[src/rtl/core/assert_macros.svh]
// Assertion macros shared by the spanning tree engine modules.
// Expects clk_i and rst_ni in the scope where a macro is used.
`ifndef ASSERT_MACROS_SVH
`define ASSERT_MACROS_SVH

// Same-cycle implication, off while reset is asserted.
`define MST_ASSERT_IMP(lbl, ante, cons, msg) \
  lbl: assert property (@(posedge clk_i) disable iff (!rst_ni) (ante) |-> (cons)) \
    else $error(msg);

// Next-cycle implication, off while reset is asserted.
`define MST_ASSERT_NXT(lbl, ante, cons, msg) \
  lbl: assert property (@(posedge clk_i) disable iff (!rst_ni) (ante) |=> (cons)) \
    else $error(msg);

`endif

[src/rtl/core/mst_pkg.sv]
// Package of the spanning tree engine: sizes, codes, request/result types,
// controller states and the command/status bundles. No dependencies.
package mst_pkg;

  localparam int VERTICES  = 32;
  localparam int VTX_W     = 5;
  localparam int CNT_W     = 6;
  localparam int ADDR_W    = 2 * VTX_W;
  localparam int WGT_W     = 16;
  localparam int SUM_W     = 21;

  localparam logic [CNT_W-1:0] VtxCount = CNT_W'(VERTICES);
  localparam logic [SUM_W-1:0] SumMax   = {SUM_W{1'b1}};

  typedef enum logic [1:0] {
    ACT_ADD   = 2'd0,
    ACT_RUN   = 2'd1,
    ACT_CLEAR = 2'd2
  } mst_action_e;

  typedef enum logic [2:0] {
    ST_CLEAR,
    ST_IDLE,
    ST_ADD2,
    ST_SCAN,
    ST_EMIT
  } mst_state_e;

  typedef struct packed {
    logic [1:0]       action;
    logic [VTX_W-1:0] src_vertex;
    logic [VTX_W-1:0] dst_vertex;
    logic [WGT_W-1:0] edge_weight;
  } mst_req_t;

  typedef struct packed {
    logic             found;
    logic [VTX_W-1:0] tree_vertex;
    logic [VTX_W-1:0] parent_vertex;
    logic [WGT_W-1:0] tree_weight;
    logic [SUM_W-1:0] total_weight;
    logic             last;
  } mst_res_t;

  typedef struct packed {
    logic add_a;      // write first matrix entry, latch the request
    logic add_b;      // write mirrored entry
    logic clr_write;  // write zero at clear pointer
    logic run_init;   // start a run
    logic scan_issue; // walk the current row
    logic emit;       // load result register, close the step
  } mst_cmd_t;

  typedef struct packed {
    logic clr_done;
    logic scan_done;
    logic out_free;
    logic last_step;
  } mst_sts_t;

  // Vertex count in use: 0 acts as 1, above VERTICES acts as VERTICES.
  function automatic logic [CNT_W-1:0] clamp_count(logic [CNT_W-1:0] v);
    logic [CNT_W-1:0] r;
    r = v;
    if (v == '0) r = CNT_W'(1);
    else if (v > VtxCount) r = VtxCount;
    return r;
  endfunction

endpackage

[src/rtl/core/mst_ctrl.sv]
// Sequencer of the spanning tree engine: clear sweep, edge writes and run steps.
// Depends on mst_pkg and assert_macros.svh.
`include "assert_macros.svh"

module mst_ctrl (
  input  logic              clk_i,
  input  logic              rst_ni,
  input  logic              req_valid_i,
  input  logic [1:0]        req_action_i,
  output logic              req_ready_o,
  input  mst_pkg::mst_sts_t sts_i,
  output mst_pkg::mst_cmd_t cmd_o
);
  import mst_pkg::*;

  mst_state_e state_q, state_d;

  always_ff @(posedge clk_i or negedge rst_ni) begin
    if (!rst_ni) begin
      state_q <= ST_CLEAR;
    end else begin
      state_q <= state_d;
    end
  end

  always_comb begin
    state_d = state_q;
    case (state_q)
      ST_CLEAR: begin
        if (sts_i.clr_done) state_d = ST_IDLE;
      end
      ST_IDLE: begin
        if (req_valid_i) begin
          case (req_action_i)
            ACT_ADD:   state_d = ST_ADD2;
            ACT_RUN:   state_d = ST_SCAN;
            ACT_CLEAR: state_d = ST_CLEAR;
            default:   state_d = ST_IDLE;
          endcase
        end
      end
      ST_ADD2: state_d = ST_IDLE;
      ST_SCAN: begin
        if (sts_i.scan_done) state_d = ST_EMIT;
      end
      ST_EMIT: begin
        if (sts_i.out_free) state_d = sts_i.last_step ? ST_IDLE : ST_SCAN;
      end
      default: state_d = ST_IDLE;
    endcase
  end

  always_comb begin
    cmd_o       = '0;
    req_ready_o = 1'b0;
    case (state_q)
      ST_CLEAR: cmd_o.clr_write = 1'b1;
      ST_IDLE: begin
        req_ready_o = 1'b1;
        if (req_valid_i) begin
          case (req_action_i)
            ACT_ADD: cmd_o.add_a    = 1'b1;
            ACT_RUN: cmd_o.run_init = 1'b1;
            default: cmd_o          = '0;
          endcase
        end
      end
      ST_ADD2: cmd_o.add_b      = 1'b1;
      ST_SCAN: cmd_o.scan_issue = 1'b1;
      ST_EMIT: cmd_o.emit       = sts_i.out_free;
      default: cmd_o            = '0;
    endcase
  end

  `MST_ASSERT_IMP(a_emit_free, cmd_o.emit, sts_i.out_free, "emit into an occupied result register")
  `MST_ASSERT_IMP(a_done_in_scan, sts_i.scan_done, state_q == ST_SCAN, "row walk ended outside scan")

endmodule

[config.mk]
export PLATFORM = sky130hd
export DESIGN_NAME = mst_ctrl
export DESIGN_NICKNAME = d
export VERILOG_FILES = /design/src/rtl/core/mst_pkg.sv /design/src/rtl/core/mst_ctrl.sv
export VERILOG_INCLUDE_DIRS = /design/src /design/src/rtl/core
export SDC_FILE = /design/constraint.sdc
export NUM_CORES = 1
export LEC_CHECK = 0
export ABC_AREA = 1
export BUFFER_PORTS_ARGS = -buffer_cell sky130_fd_sc_hd__buf_2
export CAP_MARGIN = 20
export CORE_AREA = 2 2 39 41
export CTS_BUF_LIST = sky130_fd_sc_hd__clkbuf_2
export DETAILED_ROUTE_END_ITERATION = 8
export DIE_AREA = 0 0 41 43
export PLACE_DENSITY_LB_ADDON = 0.1
export RECOVER_POWER = 50
export SETUP_SLACK_MARGIN = 0.3
export SLEW_MARGIN = 20
export SYNTH_ARGS = -nofsm -noshare
export SYNTH_HDL_FRONTEND = slang
export SYNTH_SLANG_ARGS = --single-unit
export TNS_END_PERCENT = 100
[constraint.sdc]
create_clock -name clk_i -period 2.03 [get_ports clk_i]
set_input_delay 0.3045 -clock clk_i [delete_from_list [all_inputs] [get_ports clk_i]]
set_output_delay 0.3045 -clock clk_i [all_outputs]
set_load 0.01 [all_outputs]
==> results of run 1 <==
==> what timing repair did <==
item	in CTS	in global routing
setup endpoints to repair	0	1
hold buffers	1	0
hold endpoints to repair	3	0
resized for setup	0	1
==> synthesized netlist by cell type, drive strengths merged <==
master,number
buf,2
nand3,3
dfrtp,3
nand2,12
o21ai,3
nor2,5
nor3,5
inv,9
==> worst min path at each step <==
stage                     startpoint                     end  slack [ns]
after global placement        rst_ni  state_q[0]$_DFFE_PN0P_        0.10
after detailed placement      rst_ni  state_q[0]$_DFFE_PN0P_        0.10
after CTS                   sts_i[2]  state_q[1]$_DFFE_PN0P_        0.37
final                       sts_i[2]  state_q[1]$_DFFE_PN0P_        0.38
after floorplan               rst_ni  state_q[0]$_DFFE_PN0P_       0.009
after global routing        sts_i[2]  state_q[1]$_DFFE_PN0P_        0.37
==> critical path: stages (launching register included) <==
cell	delay, ns
dfrtp_2	0.47
nor3_2	0.22
nand2_2	0.09
nor3_1	0.13
buf_2	0.15
==> through the flow <==
| stage | util (%) | power [W] | setup slack, ns | hold WS (ns) | area [um^2] |
|---|---|---|---|---|---|
| 2_1_floorplan | - | 0.000310 | 0.579 | 0.00891 | 269 |
| 3_3_place_gp | 25.2 | 0.000380 | 0.665 | 0.104 | 349 |
| 3_5_place_dp | 25.2 | 0.000375 | 0.631 | 0.103 | 349 |
| 4_1_cts | 27.4 | 0.000462 | 0.402 | 0.371 | 379 |
| 5_1_grt | 27.2 | 0.000502 | 0.319 | 0.369 | 377 |
| 6_report | 27.2 | 0.000448 | 0.468 | 0.378 | 377 |
==> layer usage <==
metal | track usage (%) | share of wire, % | vias up
li1 | - | - | 162
met1 | 11.6 | 46 | 122
met2 | 10.9 | 48 | 8
met3 | 1.57 | 5.5 | 0
met4 | 8.00 | 0 | 0
met5 | 0 | 0 | -
==> where the power goes <==
group / total [W] / internal, W / switching, W
Combinational: 0.000237 / 0.0000966 / 0.000141
Sequential: 0.000129 / 0.0000849 / 0.0000439
Clock: 0.0000817 / 0.0000520 / 0.0000296
==> cell type report <==
type / count / area, um^2
fill: 171 / 1010
sequential: 3 / 76.3
inverter: 9 / 33.8
multi-input combinational: 28 / 143
timing repair buffer: 16 / 83.8
tap: 16 / 20.0
clock buffer: 4 / 20.0
==> logic make-up (layout without fill, tap and decap cells) <==
family / Yosys count / after routing / synth area share (%)
compound gates: 3 / 3 / 6.98
buf+inv: 11 / 29 / 18.1
simple gates: 25 / 25 / 47.0
flops: 3 / 3 / 27.9
==> impl_results.md, run 1 <==
- Area delta synth->final: 40.0%
- Dpl hpwl: 521 um
- Commonest cells after routing, fill and taps aside: 14 x buf_2, 9 x inv_1, 9 x nand2_1
- Nature of the critical path startpoint: register
- Fraction of layout cells with a size suffix above 1: roughly two fifths
- Longest Clk Path Bufs: 2
- Post CTS Setup Buffer Count: 0
- DP Cell Count: 71
- Initial antenna violation count: 0
- Total clock sinks: 3
- Worst Tran Pin Value: 0.194 ns
- Gr ovfl total: 0
- Final Non-Filler Cells: 76
- First-pass GRT wire length: 1010 um
- Most common cell after layout, fill and taps aside: buf_2
- Synth Register Bits: 3
- Initial Util: 19.4%
- Total CTS buffers: 3
- Setup CP Type: register to primary output
- Leakage power: 0.231 nW
- Biggest register: state_q
- Die footprint: around 1800 um^2
- Worst-path clk slew: around 0.050 ns
- DRT iter0 DRCs: 3
- Status: completed
- Root Driver: clkbuf_2
- Max reg flops: 3
- Achievable frequency: 640 MHz
- Critical Path AT: 1.26 ns
- Maximum vdd ir drop: 0.000223 V
- Synth Cell Area: between 200 and 300 um^2
- Power Density: ~1200 nW/um^2
- Netlist cell types: 13
- CP Max Fanout: 8
- RSZ-0062 raised after global routing: false
- Largest net degree at the start of global routing: 9
- Antenna-violating nets left: 0
- WHS Path Cells: 4
- Syn avg cell area: 6.40 um^2
- Ant diodes: 0
- R2r setup slk: 0.92 ns
- Setup_tns: 0 ns
- TritonRoute pass-1 iters: 3
- Syn Nets: between 50 and 60
- Yosys top cell area share: 27.9%
- Core Box Area: 1380 um^2
- RR Startpoint: state_q[1]$_DFFE_PN0P_
- Cell count after synthesis: 42
- Worst Path Required: 1.73 ns
- GRT Total Usage: 8.63%
- Crit. End Element: primary output
- Worst-Skew Late Latency: 0.20 ns
- Seq/Total Area, Yosys: between 20 and 30%
- Worst R2R End: state_q[0]$_DFFE_PN0P_
- Endpoints failing hold: 0
- Via count: 292
- Drt drc: 0
- Fin. max-slew vios: 0
- Die X: 41 um
- Worst r2r path cells: 6
- Largest cells by area after synthesis: dfrtp_1 28%, inv_1 13%, nand2_1 13%
- Die height: 43 um
- Setup Viol. Count Final: 0
- Hold Crit Class: input port to register
- IO Count: 16
- Rel. slew slack: 87.1%
- NumNets Final: 70
- Final Cycle Share: 76.9%
- Number of global-route vias before repair: 266
- Tmin final: 1.56 ns
- Area leader, netlist: dfrtp_1
- H-tree depth: 1
- Crit path capture: cmd_o[2]
- Synthesis Warnings: 0
- Regs by FF count: state_q x3
- Core Rows: 14
- Gp weighted congestion: 0.679
- IO buf count: 15
- DR WL/cell: 8.08 um
- Setup Skew: between 0.005 and 0.006 ns
- WL final: 614 um
- Critical Path Start: state_q[2]$_DFFE_PN0P_
- Max Cap Viol: 0
- Avg Vias per Cell: about 3.8
- CTS tree: done
Note: power is estimated with default switching activity, not from simulation.
==> run 2: changes to the inputs <==
==> constraint.sdc (replaced) <==
create_clock -name clk_i -period 1.3 [get_ports clk_i]
set_input_delay 0.195 -clock clk_i [delete_from_list [all_inputs] [get_ports clk_i]]
set_output_delay 0.195 -clock clk_i [all_outputs]
set_load 0.01 [all_outputs]
==> impl_results.md, run 2 (synthesis results as in run 1) <==
- Status: complete, but fails checks
- Failing checks: setup timing
- Power Density: 1950 nW/um^2 (+64%)
- DR WL/cell: 8.37 um (+3.6%)
- Area delta synth->final: 84.7%
- Die X: 41 um (unchanged)
- Clk pwr share: 13.9% (-4.3 points)
- GRT Total Usage: 9.68% (+1.0 points)
- Switch share: 45.5% (-2.3 points)
- Internal: 0.000527 W (+130%)
- Final Cycle Share: 108%
- Total clock sinks: 3 (unchanged)
- CP peak stage delay: 0.44 ns (-0.03 ns)
- Filler Cell Count: 157 (-8.2%)
- Endpoints failing hold: 0 (unchanged)
- Ant diodes: 0 (unchanged)
- IO buf count: 15 (unchanged)
- Total CTS buffers: 3 (unchanged)
- Setup Viol. Count Final: 5 (+5)
- IO Count: 16 (unchanged)
- RSZ-0062 raised after global routing: true
- Sw Pwr: 0.000440 W (+110%)
- Leakage power: 0.276 nW (+19%)
- Most common cell after layout, fill and taps aside: buf_2
- Die footprint: 1760 um^2 (unchanged)
- Worst Tran Pin Value: 0.198 ns (+0.00403 ns)
- Logic pwr share: 66.2% (+13 points)
- Achievable frequency: 713 MHz
- Rel. slew slack: 86.8% (-0.28 points)
- Number of global-route vias before repair: 311 (+17%)
- Dpl hpwl: 510 um (-2.0%)
- Worst-Skew Late Latency: 0.21 ns (about the same)
- Max stage delay cell, worst path: dfrtp_2
- Commonest cells after routing, fill and taps aside: 13 x buf_2, 9 x nand2_1, 8 x inv_1
- Initial antenna violation count: 0 (unchanged)
- CTS tree: done
- WL final: 695 um (+13%)
- DRT iter0 DRCs: 9 (+6)
- Flop pwr share: 19.9% (-8.9 points)
- Hold Slack: 0.240 ns (-0.138 ns)
- Avg Vias per Cell: 4.12 (+7.2%)
- Fin. max-slew vios: 0 (unchanged)
- Cell breakdown of the critical path: nor3_4 > nand2_2 > nor3_4 > buf_2
- Hold Crit Class: input port to register
- Gp weighted congestion: 0.724 (+6.6%)
- Crit. End Element: primary output
- Drt drc: 0 (unchanged)
- Biggest register: state_q
- Worst-path clk slew: 0.05 ns (about the same)
- Die height: 43 um (unchanged)
- Root Driver: clkbuf_2
- Maximum vdd ir drop: 0.000637 V (+190%)
- Routed length on met3: 48 um (+41%)
- Antenna-violating nets left: 0 (unchanged)
- Largest net degree at the start of global routing: 7 (-2)
- Worst Path Required: 1.11 ns (-0.62 ns)
- WL met2: 359 um (+21%)
- Setup CP Type: register to primary output
- Regs by FF count: state_q x3
- CP Max Fanout: 4 (-4)
- Final Util: 35.9% (+8.7 points)
- TritonRoute pass-1 iters: 4 (+1)
- Max reg flops: 3 (unchanged)
- M1 WL: 271 um (-4.2%)
- Core Rows: 14 (unchanged)
- Setup Skew: 0.00793 ns (+0.00241 ns)
- Longest Clk Path Bufs: 2 (unchanged)
- Via count: 342 (+17%)
- Final worst slack: -0.103 ns (-0.572 ns)
- H-tree depth: 1 (unchanged)
- Critical Path AT: 1.21 ns (-0.05 ns)
- Fraction of layout cells with a size suffix above 1: 62.7% (+21 points)
- First-pass GRT wire length: 1120 um (+11%)
- Tmin final: 1.40 ns
- Crit-path most repeated cell: nor3_4
- Gr ovfl total: 0 (unchanged)
- Initial Util: 19.4% (unchanged)
- Setup_tns: -0.319 ns (-0.319 ns)
- Max Cap Viol: 0 (unchanged)
- Nature of the critical path startpoint: register
- DR top layer: met4
- Core Box Area: 1380 um^2 (unchanged)
- NumNets Final: 77 (+10%)
-- run 2: final cells by class --
class / count / area, um^2 / share of cell area (%)
flip-flops and latches: 3 / 78.8 / 15.9
repair buffers: 23 / 150 / 30.2
well taps: 16 / 20.0 / 4.03
multi-input cells: 28 / 194 / 39.0
clock buffers: 4 / 20.0 / 4.03
inverters: 9 / 33.8 / 6.80
-- run 2: worst max-delay path, delay by kind of cell (launching register included) --
| kind | cells | cell delay [ns] |
|---|---|---|
| buffers and inverters | 1 | 0.14 |
| DFF | 1 | 0.44 |
| and+or+nand+nor | 3 | 0.41 |
-- run 2: path summary, 6_finish.rpt --
kind / startpoint / end / slack, ns / cells past startpoint
min in group asynchronous: rst_ni / state_q[1]$_DFFE_PN0P_ / 0.31 / 2
max in group asynchronous: rst_ni / state_q[2]$_DFFE_PN0P_ / 0.82 / 2
worst max register to register: state_q[2]$_DFFE_PN0P_ / state_q[0]$_DFFE_PN0P_ / 0.07 / 7
worst max-delay path: state_q[1]$_DFFE_PN0P_ / cmd_o[2] / -0.10 / 4
worst min register to register: state_q[0]$_DFFE_PN0P_ / state_q[2]$_DFFE_PN0P_ / 0.65 / 3
worst min-delay path: sts_i[2] / state_q[1]$_DFFE_PN0P_ / 0.24 / 4
-- run 2: metrics by stage --
step	setup slack (ns)	instance area, um^2	power [W]	std cells
after global routing	-0.182	497	0.00104	83
after CTS	-0.122	483	0.000944	82
after detailed placement	0.0353	388	0.000651	72
final	-0.103	497	0.000968	83
after global placement	0.0352	388	0.000659	72
after floorplan	0.130	300	0.000532	42
-- run 2: what timing repair did --
item / in CTS / in global routing
pin swaps: 2 / 3
buffers inserted: 5 / 1
endpoints found under the hold margin: 3 / 0
hold buffers: 1 / 0
endpoints found under the setup margin: 10 / 10
gates resized for setup: 8 / 3
-- run 2: per-layer routing --
layer	vias up	track usage, %
met5	-	0
met4	0	10.0
met3	2	1.57
met2	18	15.0
met1	145	9.77
li1	177	-
-- run 2: power groups by stage --
stage / registers [W] / clock network [W] / logic, W
after floorplan: 0.000169 / 0 / 0.000363
after global placement: 0.000190 / 0 / 0.000469
after detailed placement: 0.000191 / 0 / 0.000460
after CTS: 0.000187 / 0.000138 / 0.000620
after global routing: 0.000201 / 0.000141 / 0.000700
final: 0.000193 / 0.000135 / 0.000641
